[config.mk]
export PLATFORM = sky130hd
export DESIGN_NAME = hmm_viterbi_decoder
export DESIGN_NICKNAME = d
export VERILOG_FILES = /design/src/hdl/hvd_pkg.sv /design/src/hdl/hvd_ctrl.sv /design/src/hdl/hvd_datapath.sv /design/src/hdl/hmm_viterbi_decoder.sv
export VERILOG_INCLUDE_DIRS = /design/src /design/src/hdl
export SDC_FILE = /design/constraint.sdc
export NUM_CORES = 2
export LEC_CHECK = 0
export CAP_MARGIN = 20
export CORE_UTILIZATION = 32
export DETAILED_ROUTE_END_ITERATION = 10
export DONT_BUFFER_PORTS = 1
export PLACE_DENSITY = 0.47
export SYNTH_ARGS = -nofsm -noshare
export SYNTH_HDL_FRONTEND = slang
export SYNTH_SLANG_ARGS = --single-unit
export TNS_END_PERCENT = 100
[constraint.sdc]
create_clock -name clk -period 6.6 [get_ports clk]
set_clock_uncertainty 0.15 [all_clocks]
set_input_delay 0.66 -clock clk [delete_from_list [all_inputs] [get_ports clk]]
set_output_delay 0.66 -clock clk [all_outputs]
set_load 0.01 [all_outputs]
[src/hdl/hmm_viterbi_decoder_defines.svh]
// ----------------------------------------------------------------------------
// HMM Viterbi decoder assertion macros
// Shared concurrent assertion forms, clocked on clk and disabled in reset.
// ----------------------------------------------------------------------------
`ifndef HMM_VITERBI_DECODER_DEFINES_SVH
`define HMM_VITERBI_DECODER_DEFINES_SVH

// Same-cycle implication.
`define HVD_ASSERT(lbl, ante, cons, msg) \
	lbl: assert property (@(posedge clk) disable iff (!arst_n) (ante) |-> (cons)) else $error(msg);

// Next-cycle implication.
`define HVD_ASSERT_NEXT(lbl, ante, cons, msg) \
	lbl: assert property (@(posedge clk) disable iff (!arst_n) (ante) |=> (cons)) else $error(msg);

`endif

[src/hdl/hvd_pkg.sv]
// ----------------------------------------------------------------------------
// HMM Viterbi decoder package
// Fixed widths, register map, controller states and command/status words.
// ----------------------------------------------------------------------------
`default_nettype none

package hvd_pkg;

	localparam int IN_W         = 32;  // log_potential width
	localparam int LP_W         = 32;  // path_score width
	localparam int STATE_W      = 3;   // state_index width
	localparam int APB_DW       = 32;
	localparam int PADDR_W      = 3;
	localparam int NUM_STATES_W = 4;   // written field of num_states

	// Word index of the num_states register.
	localparam logic [PADDR_W-3:0] REG_NUM_STATES = '0;

	// Minus infinity and saturation bounds of the 32-bit result format.
	localparam logic [IN_W-1:0] MINF_32   = 32'h8000_0000;
	localparam logic [LP_W-1:0] LP_MAX_32 = 32'h7fff_ffff;
	localparam logic [LP_W-1:0] LP_LO_32  = 32'h8000_0001;

	typedef enum logic [2:0] {
		ST_IDLE,
		ST_ADD,
		ST_UPDATE,
		ST_CHECK,
		ST_SCAN,
		ST_SCAN_LAST,
		ST_LP,
		ST_TRACE
	} hvd_state_t;

	typedef struct packed {
		logic load;       // take the input word, read previous score
		logic add;        // saturating add
		logic update;     // compare, store, advance counters
		logic scan_init;  // reset best-score search
		logic scan_rd;    // read next final score
		logic lp_init;    // latch final score, load traceback start
		logic trace;      // emit one state, step back
		logic clear;      // start a fresh sequence
	} hvd_cmd_t;

	typedef struct packed {
		logic eos;
		logic step_zero;
		logic scan_last;
		logic t_zero;
	} hvd_status_t;

endpackage

`default_nettype wire

[src/hdl/hvd_ctrl.sv]
// ----------------------------------------------------------------------------
// HMM Viterbi decoder controller
// Sequences word processing, final score search and traceback.
// ----------------------------------------------------------------------------
`default_nettype none
`include "hmm_viterbi_decoder_defines.svh"

module hvd_ctrl (
	input  wire                  clk,
	input  wire                  arst_n,
	input  wire                  start,
	input  wire                  cfg_wr,
	input  hvd_pkg::hvd_status_t status,
	output logic                 busy,
	output hvd_pkg::hvd_cmd_t    cmd
);

	hvd_pkg::hvd_state_t state_q;
	hvd_pkg::hvd_state_t state_d;

	always_ff @(posedge clk or negedge arst_n) begin
		if (!arst_n) begin
			state_q <= hvd_pkg::ST_IDLE;
		end else begin
			state_q <= state_d;
		end
	end

	always_comb begin
		state_d = state_q;
		case (state_q)
			hvd_pkg::ST_IDLE: begin
				if (start) state_d = hvd_pkg::ST_ADD;
			end
			hvd_pkg::ST_ADD:    state_d = hvd_pkg::ST_UPDATE;
			hvd_pkg::ST_UPDATE: begin
				state_d = status.eos ? hvd_pkg::ST_CHECK : hvd_pkg::ST_IDLE;
			end
			hvd_pkg::ST_CHECK: begin
				state_d = status.step_zero ? hvd_pkg::ST_IDLE : hvd_pkg::ST_SCAN;
			end
			hvd_pkg::ST_SCAN: begin
				if (status.scan_last) state_d = hvd_pkg::ST_SCAN_LAST;
			end
			hvd_pkg::ST_SCAN_LAST: state_d = hvd_pkg::ST_LP;
			hvd_pkg::ST_LP:        state_d = hvd_pkg::ST_TRACE;
			hvd_pkg::ST_TRACE: begin
				if (status.t_zero) state_d = hvd_pkg::ST_IDLE;
			end
			default: state_d = hvd_pkg::ST_IDLE;
		endcase
	end

	always_comb begin
		cmd  = '0;
		busy = (state_q != hvd_pkg::ST_IDLE);
		case (state_q)
			hvd_pkg::ST_IDLE: begin
				cmd.load  = start;
				cmd.clear = cfg_wr;
			end
			hvd_pkg::ST_ADD:    cmd.add = 1'b1;
			hvd_pkg::ST_UPDATE: cmd.update = 1'b1;
			hvd_pkg::ST_CHECK: begin
				cmd.scan_init = 1'b1;
				cmd.clear     = status.step_zero;
			end
			hvd_pkg::ST_SCAN:      cmd.scan_rd = 1'b1;
			hvd_pkg::ST_SCAN_LAST: cmd = '0;
			hvd_pkg::ST_LP:        cmd.lp_init = 1'b1;
			hvd_pkg::ST_TRACE: begin
				cmd.trace = 1'b1;
				cmd.clear = status.t_zero;
			end
			default: cmd = '0;
		endcase
	end

	`HVD_ASSERT(a_cmd_exclusive, 1'b1, $onehot0({cmd.load, cmd.add, cmd.update, cmd.scan_rd, cmd.lp_init, cmd.trace}), "controller issued two datapath operations at once")
	`HVD_ASSERT_NEXT(a_add_then_update, cmd.add, cmd.update, "add not followed by update")
	`HVD_ASSERT_NEXT(a_trace_ends_idle, cmd.trace && status.t_zero, !busy, "traceback did not return to idle")

endmodule

`default_nettype wire

[src/hdl/hvd_datapath.sv]
// ----------------------------------------------------------------------------
// HMM Viterbi decoder datapath
// Score banks, saturating add-compare, backpointer store, best-score search
// and traceback registers.
// ----------------------------------------------------------------------------
`default_nettype none
`include "hmm_viterbi_decoder_defines.svh"

module hvd_datapath #(
	parameter int MAX_STATES  = 8,
	parameter int MAX_STEPS   = 64,
	parameter int SCORE_WIDTH = 32,
	localparam int NW = $clog2(MAX_STATES + 1)
) (
	input  wire                          clk,
	input  wire                          arst_n,
	input  hvd_pkg::hvd_cmd_t            cmd,
	output hvd_pkg::hvd_status_t         status,
	input  wire [NW-1:0]                 num_states,
	input  wire [hvd_pkg::IN_W-1:0]      log_potential,
	input  wire                          end_of_sequence,
	output logic                         valid,
	output logic [hvd_pkg::STATE_W-1:0]  state_index,
	output logic [hvd_pkg::LP_W-1:0]     path_score,
	output logic                         overflow,
	output logic                         last
);

	localparam int SW  = $clog2(MAX_STATES);
	localparam int TW  = $clog2(MAX_STEPS);
	localparam int CW  = $clog2(MAX_STEPS + 1);
	localparam int STW = hvd_pkg::STATE_W;
	localparam int XW  = ((SCORE_WIDTH > hvd_pkg::IN_W) ? SCORE_WIDTH : hvd_pkg::IN_W) + 1;

	localparam logic [SCORE_WIDTH-1:0] S_NEG = {1'b1, {(SCORE_WIDTH-1){1'b0}}};
	localparam logic [SCORE_WIDTH-1:0] S_MAX = {1'b0, {(SCORE_WIDTH-1){1'b1}}};
	localparam logic [SCORE_WIDTH-1:0] S_LO  = {1'b1, {(SCORE_WIDTH-2){1'b0}}, 1'b1};
	localparam logic [XW-1:0] X_MAX   = {{(XW-SCORE_WIDTH){1'b0}}, S_MAX};
	localparam logic [XW-1:0] X_LO    = {{(XW-SCORE_WIDTH){1'b1}}, S_LO};
	localparam logic [XW-1:0] X_LPMAX = {{(XW-hvd_pkg::LP_W){1'b0}}, hvd_pkg::LP_MAX_32};
	localparam logic [XW-1:0] X_LPLO  = {{(XW-hvd_pkg::LP_W){1'b1}}, hvd_pkg::LP_LO_32};

	// score banks: {bank, state}; the bank of bank_q holds the previous step
	logic [SCORE_WIDTH-1:0] score_mem [2**(SW+1)];
	logic [STW-1:0]         bp_unused_w;
	logic [SW-1:0]          bp_mem [2**(TW+SW)];

	logic [CW-1:0]          step_q;
	logic [SW-1:0]          src_q;
	logic [SW-1:0]          dst_q;
	logic                   bank_q;
	logic [SCORE_WIDTH-1:0] run_max_q;
	logic [SW-1:0]          run_arg_q;
	logic                   ovf_q;
	logic [SW-1:0]          scan_idx_q;
	logic                   scan_v_s1;
	logic                   valid_q;

	logic [SCORE_WIDTH-1:0] p_s1;
	logic                   eos_s1;
	logic [SCORE_WIDTH-1:0] rd_s1;
	logic [SCORE_WIDTH-1:0] sum_s2;
	logic [SW-1:0]          idx_s1;
	logic [SCORE_WIDTH-1:0] best_q;
	logic [SW-1:0]          best_st_q;
	logic [hvd_pkg::LP_W-1:0] lp_q;
	logic [TW-1:0]          t_q;
	logic [SW-1:0]          st_q;
	logic [STW-1:0]         state_out_q;
	logic                   last_out_q;
	logic                   ovf_out_q;

	logic [NW-1:0]          n_m1;
	logic                   step_full;
	logic                   step0;
	logic                   src_end;
	logic                   dst_end;
	logic [XW-1:0]          raw_x;
	logic [SCORE_WIDTH-1:0] p_in;
	logic [SCORE_WIDTH:0]   sum_w;
	logic [SCORE_WIDTH-1:0] sat_sum;
	logic                   gt;
	logic [SCORE_WIDTH-1:0] new_max;
	logic [SW-1:0]          new_arg;
	logic                   score_we;
	logic [SW:0]            score_waddr;
	logic [SCORE_WIDTH-1:0] score_wdata;
	logic                   score_re;
	logic [SW:0]            score_raddr;
	logic                   bp_we;
	logic                   finish;
	logic [XW-1:0]          best_x;
	logic [hvd_pkg::LP_W-1:0] lp_d;

	assign n_m1      = num_states - NW'(1);
	assign step_full = (step_q >= CW'(MAX_STEPS));
	assign step0     = (step_q == '0);
	assign src_end   = (NW'(src_q) == n_m1);
	assign dst_end   = (NW'(dst_q) == n_m1);

	// input saturation into the score range, minus infinity kept
	always_comb begin
		raw_x = {{(XW-hvd_pkg::IN_W){log_potential[hvd_pkg::IN_W-1]}}, log_potential};
		if (log_potential == hvd_pkg::MINF_32) begin
			p_in = S_NEG;
		end else if ($signed(raw_x) > $signed(X_MAX)) begin
			p_in = S_MAX;
		end else if ($signed(raw_x) < $signed(X_LO)) begin
			p_in = S_LO;
		end else begin
			p_in = raw_x[SCORE_WIDTH-1:0];
		end
	end

	// saturating add; minus infinity absorbs
	always_comb begin
		sum_w = {rd_s1[SCORE_WIDTH-1], rd_s1} + {p_s1[SCORE_WIDTH-1], p_s1};
		if (rd_s1 == S_NEG || p_s1 == S_NEG) begin
			sat_sum = S_NEG;
		end else if (sum_w[SCORE_WIDTH] != sum_w[SCORE_WIDTH-1]) begin
			sat_sum = sum_w[SCORE_WIDTH] ? S_LO : S_MAX;
		end else if (sum_w[SCORE_WIDTH-1:0] == S_NEG) begin
			sat_sum = S_LO;
		end else begin
			sat_sum = sum_w[SCORE_WIDTH-1:0];
		end
	end

	// strict greater keeps the lowest source on ties
	assign gt      = ($signed(sum_s2) > $signed(run_max_q));
	assign new_max = gt ? sum_s2 : run_max_q;
	assign new_arg = gt ? src_q : run_arg_q;

	assign score_we    = cmd.update && !step_full && (step0 || src_end);
	assign score_waddr = {~bank_q, dst_q};
	assign score_wdata = step0 ? p_s1 : new_max;
	assign bp_we       = cmd.update && !step_full && !step0 && src_end;
	assign finish      = score_we && dst_end;
	assign score_re    = cmd.load || cmd.scan_rd;
	assign score_raddr = cmd.load ? {bank_q, src_q} : {bank_q, scan_idx_q};

	always_ff @(posedge clk) begin
		if (score_we) score_mem[score_waddr] <= score_wdata;
	end

	always_ff @(posedge clk) begin
		if (score_re) rd_s1 <= score_mem[score_raddr];
	end

	always_ff @(posedge clk) begin
		if (bp_we) bp_mem[{step_q[TW-1:0], dst_q}] <= new_arg;
	end

	// traceback state: start from the best final state, then follow backpointers
	always_ff @(posedge clk) begin
		if (cmd.lp_init) begin
			st_q <= best_st_q;
		end else if (cmd.trace) begin
			st_q <= bp_mem[{t_q, st_q}];
		end
	end

	// sequence control state
	always_ff @(posedge clk or negedge arst_n) begin
		if (!arst_n) begin
			step_q     <= '0;
			src_q      <= '0;
			dst_q      <= '0;
			bank_q     <= 1'b0;
			run_max_q  <= S_NEG;
			run_arg_q  <= '0;
			ovf_q      <= 1'b0;
			scan_idx_q <= '0;
			scan_v_s1  <= 1'b0;
			valid_q    <= 1'b0;
		end else begin
			scan_v_s1 <= cmd.scan_rd;
			valid_q   <= cmd.trace;
			if (cmd.scan_init) begin
				scan_idx_q <= '0;
			end else if (cmd.scan_rd) begin
				scan_idx_q <= scan_idx_q + SW'(1);
			end
			if (cmd.clear) begin
				step_q    <= '0;
				src_q     <= '0;
				dst_q     <= '0;
				run_max_q <= S_NEG;
				run_arg_q <= '0;
				ovf_q     <= 1'b0;
			end else if (cmd.update) begin
				if (step_full) begin
					ovf_q <= 1'b1;
				end else if (step0) begin
					dst_q <= dst_end ? '0 : dst_q + SW'(1);
				end else if (src_end) begin
					run_max_q <= S_NEG;
					run_arg_q <= '0;
					src_q     <= '0;
					dst_q     <= dst_end ? '0 : dst_q + SW'(1);
				end else begin
					run_max_q <= new_max;
					run_arg_q <= new_arg;
					src_q     <= src_q + SW'(1);
				end
				if (finish) begin
					bank_q <= ~bank_q;
					step_q <= step_q + CW'(1);
				end
			end
		end
	end

	// final score saturation into 32 bits
	always_comb begin
		best_x = {{(XW-SCORE_WIDTH){best_q[SCORE_WIDTH-1]}}, best_q};
		if (best_q == S_NEG) begin
			lp_d = hvd_pkg::MINF_32;
		end else if ($signed(best_x) > $signed(X_LPMAX)) begin
			lp_d = hvd_pkg::LP_MAX_32;
		end else if ($signed(best_x) < $signed(X_LPLO)) begin
			lp_d = hvd_pkg::LP_LO_32;
		end else begin
			lp_d = best_x[hvd_pkg::LP_W-1:0];
		end
	end

	assign bp_unused_w = STW'(st_q);

	always_ff @(posedge clk) begin
		if (cmd.load) begin
			p_s1   <= p_in;
			eos_s1 <= end_of_sequence;
		end
		if (cmd.add) sum_s2 <= sat_sum;
		if (cmd.scan_rd) idx_s1 <= scan_idx_q;
		if (cmd.scan_init) begin
			best_q    <= S_NEG;
			best_st_q <= '0;
		end else if (scan_v_s1 && ($signed(rd_s1) > $signed(best_q))) begin
			best_q    <= rd_s1;
			best_st_q <= idx_s1;
		end
		if (cmd.lp_init) begin
			lp_q <= lp_d;
			t_q  <= TW'(step_q - CW'(1));
		end else if (cmd.trace) begin
			t_q <= t_q - TW'(1);
		end
		if (cmd.trace) begin
			state_out_q <= bp_unused_w;
			last_out_q  <= (t_q == '0);
			ovf_out_q   <= ovf_q;
		end
	end

	assign status.eos       = eos_s1;
	assign status.step_zero = step0;
	assign status.scan_last = (NW'(scan_idx_q) == n_m1);
	assign status.t_zero    = (t_q == '0);

	assign valid       = valid_q;
	assign state_index = state_out_q;
	assign path_score  = lp_q;
	assign overflow    = ovf_out_q;
	assign last        = last_out_q;

	`HVD_ASSERT(a_src_in_range, 1'b1, NW'(src_q) < num_states, "source counter beyond state count")
	`HVD_ASSERT(a_dst_in_range, 1'b1, NW'(dst_q) < num_states, "destination counter beyond state count")

endmodule

`default_nettype wire

[src/hdl/hmm_viterbi_decoder.sv]
// ----------------------------------------------------------------------------
// HMM Viterbi decoder
// Log-domain Viterbi decoding of a streamed HMM trellis with traceback.
// ----------------------------------------------------------------------------
//
//  channel   | handshake                  | payload
//  ----------+----------------------------+-----------------------------------
//  input     | start / busy               | log_potential, end_of_sequence
//  result    | valid (one-cycle strobe)   | state_index, path_score,
//            |                            | overflow, last
//  config    | psel/penable/pwrite/pready | paddr, pwdata, prdata
//
//  Each input word passes accept (read the previous score bank), saturating
//  add, then compare and store, the order set by the single score bank read
//  port and the add-compare path. On a word with end_of_sequence set, a
//  check step follows; with no step stored the decoder returns to idle with
//  no results, else the best-score search (one score bank read per cycle)
//  runs, the final score is latched, then one result per cycle, one per
//  stored step, comes from the backpointer store. busy stays high from
//  accept until the cycle in which the last result is on the ports; busy is
//  low in that cycle. Results cannot be stalled: each is on the ports for a
//  single cycle. Reset is asynchronous, active low; no clearing pass needed.
//
//  Score banks ping-pong between "previous" and "next" so no copy is made at
//  a step boundary. Backpointers live in a MAX_STEPS x state memory that is
//  never cleared: every entry whose value the traceback uses was written in
//  the same sequence.
// ----------------------------------------------------------------------------
`default_nettype none
`include "hmm_viterbi_decoder_defines.svh"

module hmm_viterbi_decoder #(
	parameter int MAX_STATES  = 8,
	parameter int MAX_STEPS   = 64,
	parameter int SCORE_WIDTH = 32
) (
	input  wire                               clk,
	input  wire                               arst_n,
	// configuration port
	input  wire                               psel,
	input  wire                               penable,
	input  wire                               pwrite,
	input  wire  [hvd_pkg::PADDR_W-1:0]       paddr,
	input  wire  [hvd_pkg::APB_DW-1:0]        pwdata,
	output logic [hvd_pkg::APB_DW-1:0]        prdata,
	output logic                              pready,
	// input words
	input  wire                               start,
	output logic                              busy,
	input  wire  signed [hvd_pkg::IN_W-1:0]   log_potential,
	input  wire                               end_of_sequence,
	// result words
	output logic                              valid,
	output logic [hvd_pkg::STATE_W-1:0]       state_index,
	output logic signed [hvd_pkg::LP_W-1:0]   path_score,
	output logic                              overflow,
	output logic                              last
);

	localparam int NW    = $clog2(MAX_STATES + 1);
	localparam int N_RST = (MAX_STATES < 8) ? MAX_STATES : 8;

	logic [NW-1:0]                     num_states_q;
	logic [NW-1:0]                     num_states_d;
	logic [hvd_pkg::NUM_STATES_W-1:0]  cfg_v;
	logic                              cfg_wr;
	hvd_pkg::hvd_cmd_t                 cmd;
	hvd_pkg::hvd_status_t              status;

	// register write: word index from paddr, byte offset ignored
	assign cfg_wr = psel && penable && pwrite
	                && (paddr[hvd_pkg::PADDR_W-1:2] == hvd_pkg::REG_NUM_STATES);
	assign cfg_v  = pwdata[hvd_pkg::NUM_STATES_W-1:0];

	// clamp: zero acts as one state, anything above the build limit as the limit
	always_comb begin
		if (cfg_v == '0) begin
			num_states_d = NW'(1);
		end else if (int'(cfg_v) > MAX_STATES) begin
			num_states_d = NW'(MAX_STATES);
		end else begin
			num_states_d = NW'(cfg_v);
		end
	end

	always_ff @(posedge clk or negedge arst_n) begin
		if (!arst_n) begin
			num_states_q <= NW'(N_RST);
		end else if (cfg_wr) begin
			num_states_q <= num_states_d;
		end
	end

	assign pready = 1'b1;
	assign prdata = hvd_pkg::APB_DW'(num_states_q);

	hvd_ctrl u_ctrl (
		.clk    (clk),
		.arst_n (arst_n),
		.start  (start),
		.cfg_wr (cfg_wr),
		.status (status),
		.busy   (busy),
		.cmd    (cmd)
	);

	hvd_datapath #(
		.MAX_STATES  (MAX_STATES),
		.MAX_STEPS   (MAX_STEPS),
		.SCORE_WIDTH (SCORE_WIDTH)
	) u_datapath (
		.clk             (clk),
		.arst_n          (arst_n),
		.cmd             (cmd),
		.status          (status),
		.num_states      (num_states_q),
		.log_potential   (log_potential),
		.end_of_sequence (end_of_sequence),
		.valid           (valid),
		.state_index     (state_index),
		.path_score      (path_score),
		.overflow        (overflow),
		.last            (last)
	);

	// a traceback emits its results back to back up to the one for step zero
	`HVD_ASSERT_NEXT(a_result_burst, valid && !last, valid, "gap inside a traceback burst")

endmodule

`default_nettype wire
==> run_results.csv <==
group,metric,value,unit
layout,final_nets,5591,
placement,place_hpwl,160000,µm
logic_synthesis,synth_area,0.0947,mm²
logic_synthesis,synth_cells,5243,
routing,via_per_inst,5.14,
layout,area_growth,14.4,%
min_path,hp-class,"in2reg",
routing,wl_met2,127000,µm
routing,via_count,49000,
logic_synthesis,ys.flop_type,"edfxtp_1",
global_route,grt_pass1_vias,51200,
pwr,fin_total_pwr,45.2,mW
pwr,leakage,34.4,nW
timing,period_minus_slack,5.11,ns
timing,whs,0.0981,ns
timing,finalCritPeriodShare,77.4,%
timing,hold_viol_final,0,
worst_setup_path,crit_path_start_kind,"register",
logic_synthesis,yosysWarnings,0,
layout,fin_cells,9522,
cts,holdBufCountCts,39,
cts,cts_root_buf,"clkbuf_16",
cts,clockBufferDepth,4,
placement,io_buffers,0,
routing,wire_per_inst,27.1,µm
logic_synthesis,async_flop_share,2.70,%
logic_synthesis,synth_cell_type_count,89,
timing,slew_headroom,19.7,%
worst_setup_path,cp_max_fo,27,
routing,routed_wl,258000,µm
timing,rsz0062_at_grt,"false",
global_route,grt_overflow,0,
cts,post_cts_buffers,0,
pwr,cellPowerDensity,418,mW/mm²
routing,drtIter0Drc,4175,
routing,postRouteAntennaNets,0,
routing,dr_wl_met3,10900,µm
placement,placedCellCount,9032,
cts,cts_buffers,241,
pwr,ir_drop,0.299,mV
timing,tightest_slew,1.19,ns
worst_setup_path,crit_arrival,5.49,ns
flow_run,maxCapViolCount,0,
timing,finalWorstSetupSlack,1.49,ns
routing,m1WireLength,114000,µm
timing,finalSetupViolCount,0,
cts,clk_pin_slew,0.06,ns
floorplanning,die_x,546,µm
global_route,antenna_found_initial,5,
global_route,grt_max_degree,121,
routing,drc,0,
timing,max_freq,196,MHz
logic_synthesis,ys_seq_area_share,72.2,%
layout,drive_gt1_share,22.0,%
logic_synthesis,ys_ff_latch,2300,
floorplanning,coreArea,0.294,mm²
logic_synthesis,avgSynthCellArea,18.1,µm²
logic_synthesis,synth_edf_count,2194,
worst_setup_path,path_class,"reg2reg",
worst_setup_path,end_kind,"register",
placement,place_congestion,0.809,
cts,clkLatencyLatePin,0.91,ns
placement,post-place-ws,1.62,ns
cts,clock_sinks,2300,
floorplanning,die_area,0.298,mm²
routing,top_layer,"met4",
cts,cts_resized,0,
global_route,track_usage,17.1,%
worst_setup_path,cp.required,6.98,ns
outcome,status,"finished clean",
floorplanning,io_pins,146,
floorplanning,fp.dieH,546,µm
cts,cts-htree-levels,4,
timing,drv_slew,0,
routing,drt_first_pass_iters,6,
cts,cts_tree,"done",
floorplanning,start_util,32.2,%
floorplanning,num_rows,199,
global_route,grt_pass1_wl,373000,µm
==> critical path, cell delays in order, from the launching register on <==
cell and delay, ns:
edfxtp_1 0.55, ha_1 0.31, fa_1 0.40, a21o_1 0.23, a311oi_2 0.53, o221a_4 0.31
o31ai_2 0.10, a31oi_1 0.44, a2bb2oi_1 0.52, or2_1 0.18, or2_1 0.75, o21ai_0 0.28
==> cell type report <==
class	instances	area, µm²
clock inverter	137	1220
antenna	2	5.00
fill	27200	186000
multi-input combinational	2527	24800
inverter	97	365
timing repair buffer	241	2300
sequential	2300	68300
clock buffer	299	6360
tap	3919	4900
==> worst paths after layout <==
kind	startpoint	to	slack [ns]	cells past startpoint
hold / removal	log_potential[6]	u_datapath.p_s1[31]	0.1	4
hold reg to reg	u_datapath.bp_unused_w[0]	u_datapath.state_index[0]	0.31	0
max in group asynchronous	arst_n	u_datapath.bank_q	5.64	2
min in group asynchronous	arst_n	num_states_q[0]	0.24	2
setup / recovery	u_datapath.rd_s1[0]	u_datapath.sum_s2[22]	1.49	11
setup reg to reg	u_datapath.rd_s1[0]	u_datapath.sum_s2[22]	1.49	11
==> Yosys cell counts (all sizes together), types with 20 or more instances <==
library cell  count  share of area, %
edfxtp         2194                70
nor2            641               2.5
mux4            577                14
clkbuf          221              0.88
nand2           169              0.67
o21ai           135              0.72
buf             125              0.73
a21oi           119              0.63
ha              108               1.4
inv              95              0.38
nand3            91              0.48
mux2i            90              0.95
dfrtp            60               1.6
dfxtp            44              0.93
nor4             43              0.29
nor2b            40              0.26
mux2             39              0.46
a21o             36              0.29
a22o             36              0.33
o221ai           31              0.29
a221oi           30              0.28
nand4            27              0.18
nor3             26              0.14
xnor2            26              0.24
and2             22              0.15
and3             20              0.13
==> routing by layer <==
layer  GRT usage, %  vias up
met3           2.16      327
met5              0        -
met2           28.8     1138
met4           4.66        0
li1               -    21300
met1           23.3    26200
==> layout by cell type, fill, tap and decap left out, drive strengths merged, types with 13 or more instances in the layout <==
master	Yosys	final
o21ai	135	135
and2	22	22
dfxtp	44	44
dfrtp	60	60
o221ai	31	31
xnor2	26	26
nor4	43	43
clkinv	2	104
a22o	36	36
edfxtp	2194	2194
ha	108	108
inv	95	100
bufinv	0	19
nand2	169	169
nand2b	13	13
xor2	15	15
mux2i	90	90
o21a	15	15
nor2b	40	40
nor3	26	26
a21oi	119	119
o31ai	14	14
and3	20	20
mux4	577	577
clkbuf	221	300
a21o	36	36
nand4	27	27
mux2	39	39
dlygate4sd3	0	38
buf	125	202
nor2	641	641
nand3	91	91
conb	2	29
a221oi	30	30
==> flip-flops by register name, indices dropped and copies added, names as in the netlist, 4 cells and up, named ones only <==
name                   flops
u_datapath.best_q         32
u_datapath.rd_s1          32
u_datapath.bp_mem       1536
num_states_q               4
u_datapath.path_score     32
u_datapath.sum_s2         32
u_datapath.score_mem     512
u_datapath.step_q          7
u_datapath.p_s1           32
u_datapath.t_q             6
u_datapath.run_max_q      32
==> per-stage QoR <==
stage,TNS [ns],instance area [µm²],utilization (%)
floorplan,-661.31,94800,-
global placement,0,100000,34.1
detailed placement,0,100000,34.1
CTS,0,108000,36.8
global route,0,108000,36.8
finish,0,108000,36.8
==> where the power goes <==
group | leakage [nW] | internal, mW | total (mW) | switching [mW]
Sequential | 21.2 | 18.5 | 19.2 | 0.700
Clock | 3.70 | 7.55 | 13.3 | 5.70
Combinational | 9.53 | 4.95 | 12.8 | 7.81
Total | 34.4 | 31.0 | 45.2 | 14.2
==> logic make-up (layout without fill, tap and decap cells) <==
logic type / after synthesis / in the layout / synth area share [%]
AO/OA/AOI/OAI: 502 / 502 / 3.53
XOR/XNOR: 42 / 42 / 0.403
adder cells (fa/ha/maj): 112 / 112 / 1.48
buffers and inverters: 443 / 774 / 1.99
flip-flops: 2300 / 2300 / 72.2
multiplexers: 706 / 706 / 15.1
other: 2 / 31 / 0.00793
AND/OR/NAND/NOR: 1136 / 1136 / 5.28
Note: power is estimated with default switching activity, not from simulation.
